==> config.mk <==
export PLATFORM = sky130hd
export DESIGN_NAME = shared_segment_refcount_table_top
export DESIGN_NICKNAME = d
export VERILOG_FILES = /design/src/rtl/ssrt_pkg.sv /design/src/rtl/shared_segment_refcount_table_top.sv /design/src/rtl/ssrt_ram.sv
export SDC_FILE = /design/constraint.sdc
export NUM_CORES = 2
export LEC_CHECK = 0
export BUFFER_PORTS_ARGS = -buffer_cell sky130_fd_sc_hd__buf_2
export CAP_MARGIN = 40
export CORE_MARGIN = 4
export CORE_UTILIZATION = 48
export CTS_BUF_LIST = sky130_fd_sc_hd__clkbuf_16
export DETAILED_ROUTE_END_ITERATION = 8
export PLACE_DENSITY_LB_ADDON = 0.12
export REMOVE_ABC_BUFFERS = 1
export SLEW_MARGIN = 10
export SYNTH_ARGS = -nofsm -noshare
export SYNTH_HDL_FRONTEND = slang
export SYNTH_SLANG_ARGS = --single-unit
==> constraint.sdc <==
create_clock -name clk_i -period 6.85 [get_ports clk_i]
set_input_delay 0.3425 -clock clk_i [delete_from_list [all_inputs] [get_ports clk_i]]
set_output_delay 0.3425 -clock clk_i [all_outputs]
set_load 0.05 [all_outputs]
==> src/rtl/ssrt_pkg.sv <==
// ----------------------------------------------------------------------------
// ssrt_pkg
// Shared definitions for the shared segment reference-count table: field
// widths, the table entry layout and the result status codes.
// ----------------------------------------------------------------------------
package ssrt_pkg;

  // default number of table entries
  localparam int TableEntries = 64;

  // payload field widths
  localparam int KeyW    = 32;
  localparam int FrameW  = 20;
  localparam int RefsW   = 8;
  localparam int SlotW   = 6;
  localparam int StatusW = 3;

  // count saturation value
  localparam logic [RefsW-1:0] RefsMax = {RefsW{1'b1}};

  // one table entry as stored in the RAM; a key of zero marks a free entry
  typedef struct packed {
    logic [KeyW-1:0]   key;
    logic [FrameW-1:0] frame;
    logic [RefsW-1:0]  refs;
  } ssrt_entry_t;

  localparam int EntryW = $bits(ssrt_entry_t);

  // result status codes
  typedef enum logic [StatusW-1:0] {
    StOpened    = 3'd0,
    StCreated   = 3'd1,
    StFull      = 3'd2,
    StShared    = 3'd3,
    StReleased  = 3'd4,
    StNotFound  = 3'd5,
    StInvalid   = 3'd6,
    StSaturated = 3'd7
  } ssrt_status_e;

endpackage

==> src/rtl/shared_segment_refcount_table_top.sv <==
// ----------------------------------------------------------------------------
// shared_segment_refcount_table_top
// Table of shared segments (key, frame, reference count) held in one RAM.
// Open finds or creates an entry, close decrements every matching entry.
// ----------------------------------------------------------------------------
//
//  Channel   Direction  Handshake                 Payload
//  --------  ---------  ------------------------  ---------------------------------
//  command   in         start & !busy             opcode_i, segment_id_i, new_frame_i
//  result    out        done_o, one-cycle strobe  status_o, slot_o, frame_o,
//                                                 ref_count_o
//
//  A nonzero key runs a pass over the table: TableEntries reads at one a cycle, set
//  by the single read port, then the last read data is consumed and, for an open,
//  the entry is written back.
//  An item with a zero key is answered in the next cycle.
//  After reset a clearing pass writes zero to every RAM entry; busy is
//  high meanwhile. The receiver cannot stall; each result shows for one cycle.
//
module shared_segment_refcount_table_top #(
  parameter int TableEntries = ssrt_pkg::TableEntries
) (
  input  logic                          clk_i,
  input  logic                          rst_ni,
  input  logic                          start,
  output logic                          busy,
  input  logic                          opcode_i,
  input  logic [ssrt_pkg::KeyW-1:0]     segment_id_i,
  input  logic [ssrt_pkg::FrameW-1:0]   new_frame_i,
  output logic                          done_o,
  output logic [ssrt_pkg::StatusW-1:0]  status_o,
  output logic [ssrt_pkg::SlotW-1:0]    slot_o,
  output logic [ssrt_pkg::FrameW-1:0]   frame_o,
  output logic [ssrt_pkg::RefsW-1:0]    ref_count_o
);

  localparam int AddrW = $clog2(TableEntries);
  localparam int CntW  = AddrW + 1;
  localparam logic [CntW-1:0] CntLast = CntW'(TableEntries - 1);
  localparam logic [CntW-1:0] CntEnd  = CntW'(TableEntries);

  typedef enum logic [1:0] {
    S_CLEAR,
    S_IDLE,
    S_SCAN
  } state_e;

  state_e                        state_q;
  logic [CntW-1:0]               cnt_q;
  logic                          rvalid_q;
  logic [AddrW-1:0]              ridx_q;
  logic                          op_q;
  logic [ssrt_pkg::KeyW-1:0]     key_q;
  logic [ssrt_pkg::FrameW-1:0]   nframe_q;
  logic                          hit_found_q;
  logic [AddrW-1:0]              hit_idx_q;
  logic [ssrt_pkg::FrameW-1:0]   hit_frame_q;
  logic [ssrt_pkg::RefsW-1:0]    hit_refs_q;
  logic                          free_found_q;
  logic [AddrW-1:0]              free_idx_q;
  logic                          done_q;
  ssrt_pkg::ssrt_status_e        status_q;
  logic [ssrt_pkg::SlotW-1:0]    slot_q;
  logic [ssrt_pkg::FrameW-1:0]   frame_q;
  logic [ssrt_pkg::RefsW-1:0]    refs_q;

  logic                          rd_en;
  logic [AddrW-1:0]              raddr;
  logic [ssrt_pkg::EntryW-1:0]   rdata;
  ssrt_pkg::ssrt_entry_t         rd_entry;
  logic                          we;
  logic [AddrW-1:0]              waddr;
  ssrt_pkg::ssrt_entry_t         wr_entry;
  logic                          match;
  logic                          is_free;
  logic [ssrt_pkg::RefsW-1:0]    dec_refs;
  logic                          scan_end;
  logic                          open_inc;

  // entry storage
  ssrt_ram #(
    .Width (ssrt_pkg::EntryW),
    .Depth (TableEntries)
  ) u_ram (
    .clk_i   (clk_i),
    .we_i    (we),
    .waddr_i (waddr),
    .wdata_i (wr_entry),
    .re_i    (rd_en),
    .raddr_i (raddr),
    .rdata_o (rdata)
  );

  // scan read side
  assign rd_en    = (state_q == S_SCAN) && (cnt_q != CntEnd);
  assign raddr    = cnt_q[AddrW-1:0];
  assign rd_entry = ssrt_pkg::ssrt_entry_t'(rdata);

  // per-entry compare on returned data
  assign match    = rvalid_q && (rd_entry.key == key_q);
  assign is_free  = rvalid_q && (rd_entry.key == '0);
  assign dec_refs = (rd_entry.refs != '0) ? rd_entry.refs - 1'b1 : '0;

  // pass complete: all reads issued and the last one consumed
  assign scan_end = (state_q == S_SCAN) && (cnt_q == CntEnd) && !rvalid_q;
  assign open_inc = hit_found_q && (hit_refs_q != ssrt_pkg::RefsMax);

  // write port: clearing pass, in-pass close updates, open write-back
  always_comb begin
    we       = 1'b0;
    waddr    = cnt_q[AddrW-1:0];
    wr_entry = '0;
    if (state_q == S_CLEAR) begin
      we = 1'b1;
    end else if (match && op_q) begin
      // close: decrement, free the entry at zero
      we    = 1'b1;
      waddr = ridx_q;
      if (dec_refs != '0) begin
        wr_entry.key   = rd_entry.key;
        wr_entry.frame = rd_entry.frame;
        wr_entry.refs  = dec_refs;
      end
    end else if (scan_end && !op_q) begin
      if (open_inc) begin
        we             = 1'b1;
        waddr          = hit_idx_q;
        wr_entry.key   = key_q;
        wr_entry.frame = hit_frame_q;
        wr_entry.refs  = hit_refs_q + 1'b1;
      end else if (!hit_found_q && free_found_q) begin
        we             = 1'b1;
        waddr          = free_idx_q;
        wr_entry.key   = key_q;
        wr_entry.frame = nframe_q;
        wr_entry.refs  = ssrt_pkg::RefsW'(1);
      end
    end
  end

  // control state, scan tracking and registered result
  always_ff @(posedge clk_i or negedge rst_ni) begin
    if (!rst_ni) begin
      state_q      <= S_CLEAR;
      cnt_q        <= '0;
      rvalid_q     <= 1'b0;
      ridx_q       <= '0;
      op_q         <= 1'b0;
      key_q        <= '0;
      nframe_q     <= '0;
      hit_found_q  <= 1'b0;
      hit_idx_q    <= '0;
      hit_frame_q  <= '0;
      hit_refs_q   <= '0;
      free_found_q <= 1'b0;
      free_idx_q   <= '0;
      done_q       <= 1'b0;
      status_q     <= ssrt_pkg::StOpened;
      slot_q       <= '0;
      frame_q      <= '0;
      refs_q       <= '0;
    end else begin
      done_q <= 1'b0;
      case (state_q)
        S_CLEAR: begin
          cnt_q <= cnt_q + 1'b1;
          if (cnt_q == CntLast) begin
            state_q <= S_IDLE;
          end
        end
        S_IDLE: begin
          if (start) begin
            if (segment_id_i == '0) begin
              // invalid key: answer at once, table untouched
              done_q   <= 1'b1;
              status_q <= ssrt_pkg::StInvalid;
              slot_q   <= '0;
              frame_q  <= '0;
              refs_q   <= '0;
            end else begin
              state_q      <= S_SCAN;
              cnt_q        <= '0;
              rvalid_q     <= 1'b0;
              op_q         <= opcode_i;
              key_q        <= segment_id_i;
              nframe_q     <= new_frame_i;
              hit_found_q  <= 1'b0;
              free_found_q <= 1'b0;
            end
          end
        end
        S_SCAN: begin
          rvalid_q <= rd_en;
          ridx_q   <= raddr;
          if (rd_en) begin
            cnt_q <= cnt_q + 1'b1;
          end
          // lowest match; close keeps the count after decrement
          if (match && !hit_found_q) begin
            hit_found_q <= 1'b1;
            hit_idx_q   <= ridx_q;
            hit_frame_q <= rd_entry.frame;
            hit_refs_q  <= op_q ? dec_refs : rd_entry.refs;
          end
          // lowest free entry
          if (is_free && !free_found_q) begin
            free_found_q <= 1'b1;
            free_idx_q   <= ridx_q;
          end
          if (scan_end) begin
            state_q <= S_IDLE;
            done_q  <= 1'b1;
            if (!op_q) begin
              if (hit_found_q) begin
                status_q <= open_inc ? ssrt_pkg::StOpened : ssrt_pkg::StSaturated;
                slot_q   <= ssrt_pkg::SlotW'(hit_idx_q);
                frame_q  <= hit_frame_q;
                refs_q   <= open_inc ? hit_refs_q + 1'b1 : ssrt_pkg::RefsMax;
              end else if (free_found_q) begin
                status_q <= ssrt_pkg::StCreated;
                slot_q   <= ssrt_pkg::SlotW'(free_idx_q);
                frame_q  <= nframe_q;
                refs_q   <= ssrt_pkg::RefsW'(1);
              end else begin
                status_q <= ssrt_pkg::StFull;
                slot_q   <= '0;
                frame_q  <= '0;
                refs_q   <= '0;
              end
            end else begin
              frame_q <= '0;
              if (hit_found_q) begin
                status_q <= (hit_refs_q == '0) ? ssrt_pkg::StReleased
                                               : ssrt_pkg::StShared;
                slot_q   <= ssrt_pkg::SlotW'(hit_idx_q);
                refs_q   <= hit_refs_q;
              end else begin
                status_q <= ssrt_pkg::StNotFound;
                slot_q   <= '0;
                refs_q   <= '0;
              end
            end
          end
        end
        default: begin
          state_q <= S_IDLE;
        end
      endcase
    end
  end

  assign busy        = (state_q != S_IDLE);
  assign done_o      = done_q;
  assign status_o    = status_q;
  assign slot_o      = slot_q;
  assign frame_o     = frame_q;
  assign ref_count_o = refs_q;

endmodule

==> src/rtl/ssrt_ram.sv <==
// ----------------------------------------------------------------------------
// ssrt_ram
// Generic simple dual-port RAM: one write port, one read port with a
// registered read. No reset on the storage.
// ----------------------------------------------------------------------------
module ssrt_ram #(
  parameter int Width = 8,
  parameter int Depth = 64,
  localparam int AddrW = (Depth > 1) ? $clog2(Depth) : 1
) (
  input  logic             clk_i,
  input  logic             we_i,
  input  logic [AddrW-1:0] waddr_i,
  input  logic [Width-1:0] wdata_i,
  input  logic             re_i,
  input  logic [AddrW-1:0] raddr_i,
  output logic [Width-1:0] rdata_o
);

  logic [Width-1:0] mem_q [Depth];
  logic [Width-1:0] rdata_q;

  // write port and registered read port
  always_ff @(posedge clk_i) begin
    if (we_i) begin
      mem_q[waddr_i] <= wdata_i;
    end
    if (re_i) begin
      rdata_q <= mem_q[raddr_i];
    end
  end

  assign rdata_o = rdata_q;

endmodule

# ---- Word-level counts from Yosys, hierarchy flattened
# Memories as Yosys holds them, arrays and structs flattened. A register that Yosys moved wholly into a read port is not among the register bits.
# Cells that the tools add are included.
dict set report totals {
  reg_bits 149
  mem_bits_rw 3840
  inputBits 56
  output_inout_bits 39
  elab_cells 145
  n_memories 1
}
# memory depth word_bits rd rd_ports_with_merged_regs wr line_no
set memory_table {}
lappend memory_table {u_ram.mem_q 64 60 1 1 1 ssrt_ram.sv:20} ;# logic [Width-1:0] mem_q [Depth];
dict set report classes {
  addsub 3
  eq_ne 16
  mux 74
  bitwise_logic 1
  n_reduce_logical 32
}
# cell count
set op_table {}
lappend op_table {{60-bit two-way mux} 6}
lappend op_table {{20-bit two-way mux} 6}
lappend op_table {{6-bit two-way mux} 12}
lappend op_table {{8-bit two-way mux} 9}
lappend op_table {{32-bit logical NOT} 2}
lappend op_table {{20-bit one-hot mux with 2 select lines} 1}
lappend op_table {{32-bit == test} 1}
lappend op_table {{3-bit two-way mux} 8}
lappend op_table {{7-bit two-way mux} 3}
lappend op_table {{7-bit one-hot mux with 3 select lines} 1}
lappend op_table {{4-bit AND reduction} 5}
lappend op_table {{8-bit one-hot mux with 2 select lines} 1}
lappend op_table {{8-bit nonzero test} 2}
lappend op_table {{1-bit two-way mux} 15}
lappend op_table {{6-bit one-hot mux with 2 select lines} 1}
lappend op_table {{1-bit logical AND} 11}
lappend op_table {{2-bit two-way mux} 5}
lappend op_table {{2-bit inequality test, second input constant} 5}
lappend op_table {{8-bit by 1-bit adder with 8-bit output, second input constant} 1}
lappend op_table {{8-bit logical NOT} 1}
lappend op_table {{2-bit by 1-bit inequality test with 1-bit output, second input constant} 4}
lappend op_table {{8-bit inequality test, second input constant} 1}
lappend op_table {{1-bit one-hot mux with 2 select lines} 4}
lappend op_table {{8-bit by 1-bit subtractor with 8-bit output, second input constant} 1}
lappend op_table {{other kinds (15)} 20}

# ---- Logic depth before layout (Yosys ltp)
dict set report depth {
  word_depth 9
  mapped_depth 14
  depth_no_buf 9
}

# ---- Hierarchy
# Synthesis repeated with hierarchy kept, for this count alone.
dict set report hier_totals {
  hier_cells 6868
  area_unflattened_um2 155352.7
}
# mod instances cells_each area_each_um2 seq_area_each_um2
set modules_own_cells {}
lappend modules_own_cells {ssrt_ram 1 6092 147128.6 117112.3}
lappend modules_own_cells {shared_segment_refcount_table_top 1 776 8224.1 3728.6}

# ---- Worst setup path before layout
# OpenSTA, ideal clock, no wires.
dict set report synth_timing {
  kind {register to register}
  from {register cnt_q[0]}
  to {memory u_ram.mem_q[57][0] in the netlist's numbering, enable pin}
  setup_time_ns 0.552
  arrival_time_ns 6.989
  required_time_ns 6.298
  setup_slack_ns -0.691
  path_stages_with_launch 14
  path_buffers 4
  synth_period_minus_slack_ns 7.541
  cell_sequence {dfrtp_1 clkbuf_1 buf_2 clkbuf_1 inv_1 ha_1 or4b_4 or2_0 clkbuf_1 nor3_1 o21ai_1 o21ai_1 o21ai_2 nor3_1}
}
dict set report synth_between {
  elab_chain_cells 9
  elab_cells_between_ends 14
  classes_between {eq/ne (1); mux (10); reduce/logical (3)}
}
# item line_no
set synth_rtl {}
lappend synth_rtl {{start: declaration} shared_segment_refcount_table_top.sv:49} ;# logic [CntW-1:0] cnt_q;
lappend synth_rtl {{start signal: assignment} shared_segment_refcount_table_top.sv:166} ;# cnt_q <= cnt_q + 1'b1;
lappend synth_rtl {{start signal: assignment} shared_segment_refcount_table_top.sv:196} ;# cnt_q <= cnt_q + 1'b1;
lappend synth_rtl {{7-bit == test} shared_segment_refcount_table_top.sv:105} ;# assign scan_end = (state_q == S_SCAN) && (cnt_q == CntEnd) && !rvalid_q;
lappend synth_rtl {{1-bit logical AND (2 in series)} shared_segment_refcount_table_top.sv:105}
lappend synth_rtl {{1-bit logical AND} shared_segment_refcount_table_top.sv:124} ;# end else if (scan_end && !op_q) begin
lappend synth_rtl {{1-bit two-way mux} shared_segment_refcount_table_top.sv:124}
lappend synth_rtl {{1-bit two-way mux} shared_segment_refcount_table_top.sv:115} ;# end else if (match && op_q) begin
lappend synth_rtl {{1-bit two-way mux} shared_segment_refcount_table_top.sv:113} ;# if (state_q == S_CLEAR) begin
lappend synth_rtl {{1-bit two-way mux} ssrt_ram.sv:25} ;# if (we_i) begin
lappend synth_rtl {{1-bit two-way mux (implied by the code)} ssrt_ram.sv:26} ;# mem_q[waddr_i] <= wdata_i;
lappend synth_rtl {{end: declaration} ssrt_ram.sv:20}
# Several ways; a longest one is shown, not always the timed one.

# ---- Worst setup path in the final report
dict set report layout_timing {
  from {register u_ram.rdata_q[53], in the netlist u_ram.rdata_o[53], read port of u_ram.mem_q}
  to {memory u_ram.mem_q[1][44] in the netlist's numbering, enable pin}
}
dict set report layout_between {
  elab_chain_cells 7
  elab_cells_between_ends 9
  classes_between {eq/ne (1); mux (6); reduce/logical (2)}
}
# item line_no
set layout_rtl {}
lappend layout_rtl {{start: declaration} ssrt_ram.sv:21} ;# logic [Width-1:0] rdata_q;
lappend layout_rtl {{32-bit == test *} shared_segment_refcount_table_top.sv:100} ;# assign match = rvalid_q && (rd_entry.key == key_q);
lappend layout_rtl {{1-bit logical AND *} shared_segment_refcount_table_top.sv:100}
lappend layout_rtl {{1-bit logical AND *} shared_segment_refcount_table_top.sv:115}
lappend layout_rtl {{1-bit two-way mux} shared_segment_refcount_table_top.sv:115}
lappend layout_rtl {{1-bit two-way mux} shared_segment_refcount_table_top.sv:113}
lappend layout_rtl {{1-bit two-way mux} ssrt_ram.sv:25}
lappend layout_rtl {{1-bit two-way mux (implied by the code)} ssrt_ram.sv:26}
# Mark *: on every way between the ends. The rest lies on a longest branch, timed or not.

==> flow_summary.yaml <==
run_status:
  status: "finished clean"
timing:
  tightest_slew_ns: 1.10
  grt_setup_unrepaired: "no"
  maxSlewViolCount: 0
  slew_headroom_pct: 26.7
  max_freq_ghz: 0.197
  fin_tns_setup_ns: 0
  min_period_ns: 5.08
  period_share_pct: 74.2
  clock_skew_ns: 0.0647
  setup_viol: 0
  timing.final.hold_violations: 0
grt:
  grt_pass1_wl_um: 623000
  grt_use_total_pct: 27.0
  grt_antenna_before_repair: 26
  grt_overflow: 0
  grt_pass1_vias: 75300
  grt_max_degree: 135
layout:
  fin_nets: 7028
  drive_above_1_share_pct: 34.0
  syn_to_final_growth_pct: 15.1
  final_cells: 11600
worst_setup_path:
  crit_type: "flop to flop"
  crit_path_frequent_cell: "buf_4"
  crit_arrival_ns: 5.66
  critPathLaunchType: "flop"
  path_max_fanout: 21
  cp_slowest_cell: "edfxtp_1"
  reg2reg_depth: 9
  worstPathRequired_ns: 7.43
  critical_path.max_stage_delay_ns: 0.67
  crit_path_end_kind: "flop"
  cp_cell_sequence: "nor2b_1 -> a2111o_1 -> nor4_4 -> nand4_1 -> o2bb2ai_1 -> o21ai_1 -> buf_4 -> nor2_4 -> buf_4"
run:
  maxCapViolations: 0
clocking:
  cts_buffers: 420
  path_clk_slew_ns: 0.06
  cts-htree-levels: 5
  hold_buffers: 57
  cts.path.max_buffers: 4
  cts_resized: 0
  cts_tree: "built"
  cts.sinks: 4049
  cts_setup_buffers: 0
  clock_latency_ns: 0.98
  cts_root_buffer: "clkbuf_16"
drt:
  drt-pass1-iter-count: 5
  routed_wirelength_um: 450000
  ant_nets: 0
  vias_per_cell: 6.47
  vias: 75100
  drc: 0
  wl_per_cell_um: 38.8
  dr.first_iter.drc_count: 10200
place:
  io_buffers: 94
  dp_hpwl_um: 244000
  place_congestion: 0.844
  numPlacedInstances: 10800
floorplanning:
  die_w_um: 578
  dieArea_sq_um: 334000
  die_height_um: 578
  io_pins: 95
  fp-row-count: 208
  initial_core_util_pct: 48.4
  fp.coreArea_sq_um: 322000
logic_synthesis:
  synth_cell_type_count: 76
  synthCells: 6414
  netlist_area_sq_um: 156000
  synth_edf_count: 3900
  synth_warnings: 0
  ys.flop_type: "edfxtp_1"
  syn_avg_cell_area_sq_um: 24.3
  synth_area_leaders: "edfxtp_1 75%, mux4_2 18%, dfrtp_1 2.4%"
  yosysTopAreaCellShare_pct: 75.2
  synth-seq-cells: 4049
  seq_area_frac_synth_pct: 77.6
  async_flop_share_pct: 3.68
  synth_top_cell_by_area: "edfxtp_1"
pwr:
  irDropWorstVdd_v: 0.000322
  total_power_mw: 61.6
  power_density_nw_per_um2: 344
  p_leak_nw: 46.9
worst_hold_path:
  hold_class: "input port to flop"
  whs_path_depth: 4
## metrics by stage
step / worst slack, ns / cell area (sq um) / util (%) / hold slack (ns)
final: 1.77 / 179000 / 55.7 / 0.111
after floorplan: -36.49 / 154000 / - / 0.0469
after global placement: 1.30 / 164000 / 50.8 / 0.272
after CTS: 1.82 / 179000 / 55.6 / 0.0347
after global routing: 1.61 / 179000 / 55.7 / 0.0766
after detailed placement: 1.83 / 165000 / 51.3 / 0.279
## metal layers
metal	part of all wire (%)	GRT usage [%]	up-vias
met3	8.4	4.63	757
met2	48	43.0	3764
met1	40	38.9	41700
met4	3.5	8.10	4
met5	0.0069	0	-
li1	-	-	28900
## layout make-up
type,count,area [sq um]
diodes,8,20.0
clock buffers,424,10600
clock inverters,334,2800
fillers,23700,143000
inverters,26,103
multi-input cells,1985,34200
flip-flops and latches,4049,121000
well taps,4305,5390
repair buffers,480,5230
## placed cells by master (no fill, tap or decap), drive strengths merged, types with 56 or more instances in the layout
cell and instances:
edfxtp 3900, mux4 1260, mux2 71, buf 424
clkinv 175, nor2 85, nand2 120, inv 127
dlygate4sd3 56, dfrtp 149, clkbuf 424, nor3 64
## report_power, final
| part | total [mW] | switching, mW | leakage (nW) | internal [mW] |
|---|---|---|---|---|
| logic | 10.8 | 6.27 | 10.1 | 4.54 |
| registers | 28.4 | 0.738 | 29.9 | 27.7 |
| clock network | 22.3 | 9.52 | 6.89 | 12.8 |
| total | 61.6 | 16.5 | 46.9 | 45.1 |
## cells by family after synthesis
logic type | Yosys count | share of synthesized area (%)
AND/OR/NAND/NOR | 379 | 1.25
AO/OA/AOI/OAI | 217 | 1.04
flip-flops | 4049 | 77.6
multiplexers | 1343 | 18.8
adder cells (fa/ha/maj) | 10 | 0.0803
XOR/XNOR | 36 | 0.202
buffers and inverters | 380 | 1.01
## synthesized netlist by cell type (all sizes together) (3+ instances only)
cell,number
nand4,12
a21o,5
nand2,120
nand3,15
a2bb2oi,4
buf,119
nor2,85
mux4,1260
nor4,26
and3,10
a22o,33
o2bb2ai,20
a21oi,39
and2,3
dfrtp,149
nor3,64
o21ai,37
o31ai,20
mux2i,12
a22oi,10
edfxtp,3900
inv,25
a221oi,6
nor2b,8
o2111ai,3
or2,5
ha,10
nand2b,9
clkbuf,235
o22ai,6
a31oi,4
o211ai,5
or3,5
xnor2,31
and4,3
mux2,71
o41ai,8
nor4b,5
xor2,5
## worst paths after layout
| path | start | endpoint | slack, ns |
|---|---|---|---|
| setup / recovery | u_ram.rdata_o[53] | u_ram.mem_q[1][44] | 1.77 |
| hold / removal | new_frame_i[7] | nframe_q[7] | 0.11 |
| setup reg to reg | u_ram.rdata_o[53] | u_ram.mem_q[1][44] | 1.77 |
| hold reg to reg | ref_count_o[1] | ref_count_o[1] | 0.47 |
| max in group asynchronous | rst_ni | hit_idx_q[5] | 5.61 |
| min in group asynchronous | rst_ni | nframe_q[13] | 0.55 |
## registers in the layout (all words and copies together) (netlist names)
| signal | flops |
|---|---|
| done_o | 1 |
| nframe_q | 20 |
| op_q | 1 |
| slot_o | 6 |
| ridx_q | 6 |
| free_found_q | 1 |
| hit_found_q | 1 |
| frame_o | 20 |
| state_q | 2 |
| ref_count_o | 8 |
| free_idx_q | 6 |
| u_ram.mem_q | 3840 |
| hit_refs_q | 8 |
| status_o | 3 |
| hit_frame_q | 20 |
| hit_idx_q | 6 |
| u_ram.rdata_o | 60 |
| rvalid_q | 1 |
| cnt_q | 7 |
| key_q | 32 |
## critical path: cells and delay by family (launching register included)
family,cells,cell delay [ns]
compound gates,3,1.36
buf+inv,2,0.81
simple gates,4,1.80
flops,1,0.67
Note: power is estimated with default switching activity, not from simulation.
